$ cat src/glcd_pkg.sv
// shared types, constants and glyph table for the glyph column writer
// no dependencies; compiled first
package glcd_pkg;

    localparam int GLYPH_COLUMNS = 8;
    localparam int GLYPH_COUNT   = 16;

    localparam logic [2:0] LAST_IDX       = 3'(GLYPH_COLUMNS - 1);
    localparam logic [5:0] LAST_COLUMN    = 6'd63;
    localparam logic [7:0] CMD_SET_PAGE   = 8'hB8;
    localparam logic [7:0] CMD_SET_COLUMN = 8'h40;

    // character codes of the digit range bounds and of the drawn symbols
    localparam logic [7:0] CHR_ZERO  = 8'h30;
    localparam logic [7:0] CHR_NINE  = 8'h39;
    localparam logic [7:0] CHR_DOT   = 8'h2E;
    localparam logic [7:0] CHR_EQ    = 8'h3D;
    localparam logic [7:0] CHR_PLUS  = 8'h2B;
    localparam logic [7:0] CHR_MINUS = 8'h2D;
    localparam logic [7:0] CHR_STAR  = 8'h2A;
    localparam logic [7:0] CHR_SLASH = 8'h2F;

    localparam logic [3:0] GL_DOT   = 4'd10;
    localparam logic [3:0] GL_EQ    = 4'd11;
    localparam logic [3:0] GL_PLUS  = 4'd12;
    localparam logic [3:0] GL_MINUS = 4'd13;
    localparam logic [3:0] GL_STAR  = 4'd14;
    localparam logic [3:0] GL_SLASH = 4'd15;

    localparam logic [7:0] GLYPH_ROM [GLYPH_COUNT][8] = '{
        '{8'h00, 8'h00, 8'h3e, 8'h51, 8'h49, 8'h45, 8'h3e, 8'h00},
        '{8'h00, 8'h00, 8'h00, 8'h42, 8'h7f, 8'h40, 8'h00, 8'h00},
        '{8'h00, 8'h00, 8'h42, 8'h61, 8'h51, 8'h49, 8'h46, 8'h00},
        '{8'h00, 8'h00, 8'h21, 8'h41, 8'h45, 8'h4b, 8'h32, 8'h00},
        '{8'h00, 8'h00, 8'h18, 8'h14, 8'h12, 8'h7f, 8'h10, 8'h00},
        '{8'h00, 8'h00, 8'h27, 8'h45, 8'h45, 8'h45, 8'h39, 8'h00},
        '{8'h00, 8'h00, 8'h3c, 8'h4a, 8'h49, 8'h49, 8'h30, 8'h00},
        '{8'h00, 8'h00, 8'h01, 8'h01, 8'h71, 8'h0d, 8'h03, 8'h00},
        '{8'h00, 8'h00, 8'h36, 8'h49, 8'h49, 8'h49, 8'h36, 8'h00},
        '{8'h00, 8'h00, 8'h06, 8'h49, 8'h49, 8'h29, 8'h1e, 8'h00},
        '{8'h00, 8'h00, 8'h00, 8'h00, 8'h40, 8'h00, 8'h00, 8'h00},
        '{8'h00, 8'h00, 8'h14, 8'h14, 8'h14, 8'h14, 8'h14, 8'h00},
        '{8'h00, 8'h00, 8'h08, 8'h08, 8'h3e, 8'h08, 8'h08, 8'h00},
        '{8'h00, 8'h00, 8'h08, 8'h08, 8'h08, 8'h08, 8'h08, 8'h00},
        '{8'h00, 8'h00, 8'h22, 8'h14, 8'h08, 8'h14, 8'h22, 8'h00},
        '{8'h00, 8'h00, 8'h08, 8'h08, 8'h2a, 8'h08, 8'h08, 8'h00}
    };

    typedef enum logic [1:0] {
        PH_DATA,
        PH_PAGE,
        PH_COLUMN
    } t_phase;

    typedef struct packed {
        logic [3:0] glyph;
        logic [2:0] col_idx;
        t_phase     phase;
        logic [2:0] page;
        logic [5:0] column;
    } t_step_state;

    typedef struct packed {
        logic       reg_select;
        logic [7:0] bus_byte;
        logic       last;
    } t_wr;

    typedef struct packed {
        logic       hit;
        logic [3:0] idx;
    } t_glyph_sel;

    function automatic logic [7:0] flip_bits(input logic [7:0] b);
        logic [7:0] r;
        for (int k = 0; k < 8; k++) begin
            r[k] = b[7 - k];
        end
        return r;
    endfunction

    function automatic t_glyph_sel glyph_of(input logic [7:0] c);
        t_glyph_sel s;
        s.hit = 1'b1;
        s.idx = '0;
        if (c >= CHR_ZERO && c <= CHR_NINE) begin
            s.idx = 4'(c - CHR_ZERO);
        end else begin
            case (c)
                CHR_DOT:   s.idx = GL_DOT;
                CHR_EQ:    s.idx = GL_EQ;
                CHR_PLUS:  s.idx = GL_PLUS;
                CHR_MINUS: s.idx = GL_MINUS;
                CHR_STAR:  s.idx = GL_STAR;
                CHR_SLASH: s.idx = GL_SLASH;
                default:   s.hit = 1'b0;
            endcase
        end
        return s;
    endfunction

endpackage

$ cat src/glcd_char_if.sv
// character input channel: valid/ready handshake with an ascii code
// no dependencies
interface glcd_char_if;
    logic       valid;
    logic       ready;
    logic [7:0] char_code;

    modport source (output valid, output char_code, input ready);
    modport sink   (input valid, input char_code, output ready);
endinterface

$ cat src/glcd_wr_if.sv
// bus write output channel: valid/ready handshake with one lcd bus write
// no dependencies
interface glcd_wr_if;
    logic       valid;
    logic       ready;
    logic       reg_select;
    logic [7:0] bus_byte;
    logic       last;

    modport source (output valid, output reg_select, output bus_byte, output last, input ready);
    modport sink   (input valid, input reg_select, input bus_byte, input last, output ready);
endinterface

$ cat src/glcd_step.sv
// one bus write of the sequencer: from the current cursor state gives the write
// and the state after it; depends on glcd_pkg
module glcd_step
    import glcd_pkg::*;
(
    input  t_step_state i_st,
    output t_step_state o_st,
    output t_wr         o_wr
);

    always_comb begin
        o_st            = i_st;
        o_wr.reg_select = 1'b0;
        o_wr.bus_byte   = '0;
        o_wr.last       = 1'b0;
        case (i_st.phase)
            PH_DATA: begin
                o_wr.reg_select = 1'b1;
                o_wr.bus_byte   = flip_bits(GLYPH_ROM[i_st.glyph][i_st.col_idx]);
                if (i_st.column == LAST_COLUMN) begin
                    // end of line: move to next page, commands follow
                    o_st.page   = i_st.page + 3'd1;
                    o_st.column = '0;
                    o_st.phase  = PH_PAGE;
                end else begin
                    o_st.column  = i_st.column + 6'd1;
                    o_st.col_idx = i_st.col_idx + 3'd1;
                    o_wr.last    = (i_st.col_idx == LAST_IDX);
                end
            end
            PH_PAGE: begin
                o_wr.bus_byte = flip_bits(CMD_SET_PAGE | {5'b0, i_st.page});
                o_st.phase    = PH_COLUMN;
            end
            PH_COLUMN: begin
                o_wr.bus_byte = flip_bits(CMD_SET_COLUMN | {2'b0, i_st.column});
                o_st.phase    = PH_DATA;
                o_st.col_idx  = i_st.col_idx + 3'd1;
                o_wr.last     = (i_st.col_idx == LAST_IDX);
            end
            default: begin
                o_st.phase = PH_DATA;
            end
        endcase
    end

endmodule

$ cat src/glcd_glyph_column_writer_core.sv
// top level of the glyph column writer: character register, write sequencer
// and output register; depends on glcd_pkg, glcd_char_if, glcd_wr_if, glcd_step
//
// usage
//   i_char : one ascii code per transfer; digits and . = + - * / are drawn,
//            any other code is taken and gives no write
//   o_wr   : one lcd bus write per transfer (reg_select 1 data, 0 command),
//            bytes already bit-reversed; last marks the final write of a character
// a character's first write passes the character register, then the output register
// throughput: one bus write per cycle while o_wr.ready is high, so 8 writes per
//   character, or 10 when the glyph crosses the last column and the set page /
//   set column commands are inserted; the character register takes the next code in
//   the same cycle the current one moves its last write into the output register
// reset: page and column cursors go to the first page and column, nothing is
//   pending and the output channel is empty
// stall: while o_wr.ready is low the held write stays on the port, the
//   sequencer does not advance and i_char.ready drops once a character waits
module glcd_glyph_column_writer_core
    import glcd_pkg::*;
(
    input  logic      i_clk,
    input  logic      i_rst_n,
    glcd_char_if.sink i_char,
    glcd_wr_if.source o_wr
);

    // character register and cursors
    logic        r_busy;
    t_step_state r_st;
    logic        n_busy;
    t_step_state n_st;

    // output register
    logic        r_out_valid;
    t_wr         r_out;
    logic        n_out_valid;
    t_wr         n_out;

    t_step_state step_st;
    t_wr         step_wr;
    t_glyph_sel  sel;
    logic        step;
    logic        load;

    glcd_step u_step (
        .i_st (r_st),
        .o_st (step_st),
        .o_wr (step_wr)
    );

    assign sel = glyph_of(i_char.char_code);

    // a write moves forward when the output register is free or being emptied
    assign step         = r_busy && (!r_out_valid || o_wr.ready);
    assign i_char.ready = !r_busy || (step && step_wr.last);
    assign load         = i_char.valid && i_char.ready && sel.hit;

    always_comb begin
        n_st        = step ? step_st : r_st;
        n_busy      = r_busy && !(step && step_wr.last);
        n_out       = step ? step_wr : r_out;
        n_out_valid = step || (r_out_valid && !o_wr.ready);
        if (load) begin
            // cursors carry over from the previous character
            n_busy       = 1'b1;
            n_st.glyph   = sel.idx;
            n_st.col_idx = '0;
            n_st.phase   = PH_DATA;
        end
    end

    always_ff @(posedge i_clk) begin
        if (!i_rst_n) begin
            r_busy      <= 1'b0;
            r_st        <= '{glyph: '0, col_idx: '0, phase: PH_DATA, page: '0, column: '0};
            r_out_valid <= 1'b0;
        end else begin
            r_busy      <= n_busy;
            r_st        <= n_st;
            r_out_valid <= n_out_valid;
        end
        r_out <= n_out;
    end

    assign o_wr.valid      = r_out_valid;
    assign o_wr.reg_select = r_out.reg_select;
    assign o_wr.bus_byte   = r_out.bus_byte;
    assign o_wr.last       = r_out.last;

`ifndef SYNTHESIS
    // the set page command is always followed by the set column command
    a_page_then_column: assert property (@(posedge i_clk) disable iff (!i_rst_n)
        (step && r_st.phase == PH_PAGE) |=> (r_st.phase == PH_COLUMN))
        else $error("set page not followed by set column");

    // during the command pair the column cursor sits at the first column
    a_cmd_column_zero: assert property (@(posedge i_clk) disable iff (!i_rst_n)
        (r_st.phase != PH_DATA) |-> (r_st.column == '0))
        else $error("column cursor not cleared at line wrap");

    // a drawn character always leaves work pending
    a_load_busy: assert property (@(posedge i_clk) disable iff (!i_rst_n)
        load |=> r_busy)
        else $error("recognised character dropped");

    // a new character is never taken while the current one still has writes
    a_no_overlap: assert property (@(posedge i_clk) disable iff (!i_rst_n)
        (r_busy && !(step && step_wr.last)) |-> !i_char.ready)
        else $error("character accepted during sequence");
`endif

endmodule
$ cat src/flat_wrapper.sv
// flat-port wrapper written by rule: the top's interface ports become plain ports
module glcd_glyph_column_writer_core_flat import glcd_pkg::*;
  (i_clk, i_rst_n, i_char_valid, i_char_char_code, i_char_ready, o_wr_valid, o_wr_reg_select, o_wr_bus_byte, o_wr_last, o_wr_ready);
  glcd_char_if i_char_i ();
  glcd_wr_if o_wr_i ();
  input  logic i_clk;
  input  logic i_rst_n;
  input wire logic [$bits(i_char_i.valid)-1:0] i_char_valid;
  input wire logic [$bits(i_char_i.char_code)-1:0] i_char_char_code;
  output wire logic [$bits(i_char_i.ready)-1:0] i_char_ready;
  output wire logic [$bits(o_wr_i.valid)-1:0] o_wr_valid;
  output wire logic [$bits(o_wr_i.reg_select)-1:0] o_wr_reg_select;
  output wire logic [$bits(o_wr_i.bus_byte)-1:0] o_wr_bus_byte;
  output wire logic [$bits(o_wr_i.last)-1:0] o_wr_last;
  input wire logic [$bits(o_wr_i.ready)-1:0] o_wr_ready;
  assign i_char_i.valid = i_char_valid;
  assign i_char_i.char_code = i_char_char_code;
  assign i_char_ready = i_char_i.ready;
  assign o_wr_valid = o_wr_i.valid;
  assign o_wr_reg_select = o_wr_i.reg_select;
  assign o_wr_bus_byte = o_wr_i.bus_byte;
  assign o_wr_last = o_wr_i.last;
  assign o_wr_i.ready = o_wr_ready;
  glcd_glyph_column_writer_core u_core (.i_clk(i_clk), .i_rst_n(i_rst_n), .i_char(i_char_i), .o_wr(o_wr_i));
endmodule
$ cat config.mk
export PLATFORM = sky130hd
export DESIGN_NAME = glcd_glyph_column_writer_core_flat
export DESIGN_NICKNAME = d
export VERILOG_FILES = /design/src/glcd_pkg.sv /design/src/glcd_char_if.sv /design/src/glcd_wr_if.sv /design/src/glcd_step.sv /design/src/glcd_glyph_column_writer_core.sv /design/src/flat_wrapper.sv
export SDC_FILE = /design/constraint.sdc
export NUM_CORES = 1
export LEC_CHECK = 0
export BUFFER_PORTS_ARGS = -buffer_cell sky130_fd_sc_hd__buf_4
export CORE_MARGIN = 8
export CORE_UTILIZATION = 35
export CTS_CLUSTER_DIAMETER = 40
export CTS_CLUSTER_SIZE = 25
export DETAILED_ROUTE_END_ITERATION = 16
export GPL_ROUTABILITY_DRIVEN = 0
export SETUP_SLACK_MARGIN = 0.02
export SYNTH_ARGS = -nofsm -noshare
export SYNTH_HDL_FRONTEND = slang
export SYNTH_HIERARCHICAL = 1
export SYNTH_SLANG_ARGS = --single-unit
$ cat constraint.sdc
create_clock -name i_clk -period 2 [get_ports i_clk]
set_input_delay 0.2 -clock i_clk [delete_from_list [all_inputs] [get_ports i_clk]]
set_output_delay 0.2 -clock i_clk [all_outputs]
set_load 0.1 [all_outputs]
==> impl_metrics.toml <==
[synthesis]
synth_nets = 339
yosys.cell_types.count = 57
synth_edf_count = 10
postSynthCellCount = 316
yosysWarnings = 6
async_flop_share = 0
ys_dominant_reg_cell = "dfxtp_1"
ys_seq_area_frac = 0.281
syn-cell-area_um2 = 2490
syn_avg_cell_area_um2 = 7.90
ys_ff_latch = 30

[floorplanning]
pin_count = 24
die_width_um = 100
rows = 30
die-height_um = 100
die-area_um2 = 10100
core_um2 = 6830
initial_core_util = 0.365

[sta]
hold_viol_final = 0
worst_slew_pin_slew_ns = 0.594
period_needed_ns = 1.98
fin_tns_setup_ns = 0
setup_slack_ns = 0.0178
fmax_mhz = 504
whs_ns = 0.157
slew_headroom = 0.600
setup_violations = 0
grt_setup_unrepaired = "true"
maxSlewViolCount = 0
clock_skew_ns = 0.00313
fin_crit_sh = 0.991

[cells_and_area]
design_area_um2 = 3050
fin_nets = 375
drive_above_1_share = 0.272
utilization = 0.446
antenna_cells = 0
area_growth_pct = 22.2
layout_common_cells = "51 x buf_4, 51 x nand2_1, 38 x a21oi_1"

[placement]
post_dp_cell_area_um2 = 2870
port_buffers = 23
hpwl_mm = 4.89
dp_slack_ns = 0.0470

[route]
drt_drc_violations_left = 0
wl_met1_mm = 2.87
dr.pass1.iters = 5
vias = 2431
finalWirelength_mm = 6.57
met2_length_mm = 3.11
drt-initial-drc-count = 200
via_per_inst = 5.41
ant_nets = 0
routed.top_layer = "met4"
wl_per_cell_um = 14.6
met3_length_um = 467

[hold_path]
hp-start = "i_rst_n"
whs_path_depth = 2
min_to = "u_core/r_busy"
hold_class = "in -> reg"

[worst_setup_path]
timing.rr.end = "u_core/o_wr.bus_byte[5]"
crit_buf_inv = 3
start_kind = "register"
slowest_delay_ns = 0.36
cpMaxStageDelayCell = "dfxtp_4"
crit_required_ns = 1.80
crit_arrival_ns = 1.78
critPathMaxFanout = 3
r2r_slack_ns = 0.12
critPathKind = "reg -> out"
end_kind = "primary output"
crit_chain = "ha_4 -> nand3_4 -> nor2_4 -> a21oi_2 -> and2_4 -> a21oi_4 -> buf_6 -> clkinvlp_4 -> buf_12"
rr_worst_depth = 7
reg2reg_from = "u_core/r_st[15]"
path_delay_family = "buffers and inverters"

[clock_tree]
clockRootBuffer = "clkbuf_8"
h-tree-depth = 2
cts_max_path_buffers = 2
cts_inserted_buffers = 5
cts.sinks = 30
hold_buffers = 0
clkTransAtPathRegs_ns = 0.06
cts_tree = "done"
clkLatencyLatePin_ns = 0.28

[global_route]
grt_start_max_net_pins = 21
grt_pass1_wl_mm = 10.9
antenna_found_initial = 0
grt_pass1_vias = 2288
overflow = 0
track_usage = 0.131

[status]
status = "finished clean"

[power]
p_leak_nw = 1.09
ir_worst_vdd_mv = 0.253
power_density_nw_per_um2 = 418

[flow_run]
maxCapViolations = 0
## report_power, final
part,total [mW],switching (mW),internal (mW)
logic,0.171,0.106,0.0647
clock network,0.465,0.226,0.239
registers,0.638,0.00613,0.632
total,1.27,0.339,0.936
## logic make-up (layout without fill, tap and decap cells)
logic type      Yosys count  after routing  synth area share
fa+ha+maj                11             11            0.0552
xor+xnor                  6              6            0.0211
compound gates          111            111             0.299
simple gates            110            110             0.219
mux                       9              9            0.0386
buf+inv                  39             76            0.0863
flops                    30             30             0.281
## worst max-delay path by stage
stage | depth (start not counted) | startpoint | slack, ns | endpoint
6_report | 9 | u_core/r_st[1] | 0.02 | i_char_ready
5_1_grt | 9 | u_core/r_st[1] | -0.07 | i_char_ready
4_1_cts | 9 | u_core/r_st[0] | 0.03 | i_char_ready
3_5_place_dp | 10 | u_core/r_st[1] | 0.05 | u_core/r_st[12]
3_3_place_gp | 10 | u_core/r_st[1] | 0.06 | u_core/r_st[13]
2_1_floorplan | 6 | u_core/o_wr.valid | -0.007 | u_core/r_st[0]
## layer usage
metal | vias to the layer above | global-route usage
met2 | 99 | 0.214
met4 | 0 | 0.0500
met5 | - | 0
met1 | 1113 | 0.160
li1 | 1207 | -
met3 | 12 | 0.0353
## stage by stage
| step | std cells | total power [mW] |
|---|---|---|
| 2_1_floorplan | 316 | 0.767 |
| 3_3_place_gp | 438 | 0.816 |
| 3_5_place_dp | 438 | 0.817 |
| 4_1_cts | 447 | 1.28 |
| 5_1_grt | 449 | 1.33 |
| 6_report | 449 | 1.27 |
## Yosys cell counts, types with 5 or more instances
cell	count	area, um2
mux2_2	5	56.3
nand2b_1	10	62.6
nor2_1	13	48.8
buf_2	10	50.1
nor2b_1	12	75.1
o21ai_0	15	75.1
o211ai_1	5	37.5
a21oi_1	40	200
buf_4	8	60.1
edfxtp_1	10	300
nand2_1	51	191
nand3_1	7	35.0
dfxtp_1	20	400
a31oi_1	8	50.1
ha_1	11	138
inv_1	14	52.6
xnor2_1	5	43.8
a211oi_1	7	52.6
## final cells by class
type / count / area, um2
clock buffers: 6 / 72.6
clock inverters: 2 / 8.76
fillers: 705 / 3780
inverters: 15 / 60.1
multi-input cells: 247 / 1660
flip-flops and latches: 30 / 713
well taps: 96 / 120
repair buffers: 53 / 414
## worst register-to-register path: cells and delay by family (launching register included)
| family | cells | cell delay [ns] |
|---|---|---|
| AOI/OAI and AO/OA | 4 | 0.68 |
| DFF | 1 | 0.38 |
| adders and majority gates | 1 | 0.24 |
| and+or+nand+nor | 1 | 0.18 |
| buffers and inverters | 1 | 0.15 |
## registers in the layout, indices dropped and copies added (netlist names)
register                count
u_core/o_wr.bus_byte        8
u_core/o_wr.last            1
u_core/o_wr.valid           1
u_core/o_wr.reg_select      1
u_core/r_busy               1
u_core/r_st                18
## what timing repair did
action | in CTS | in global routing
setup endpoints to repair | 1 | 11
pin swaps | 2 | 5
gates resized for setup | 7 | 12
buffers inserted | 1 | 2
(Power assumes the default switching activity.)
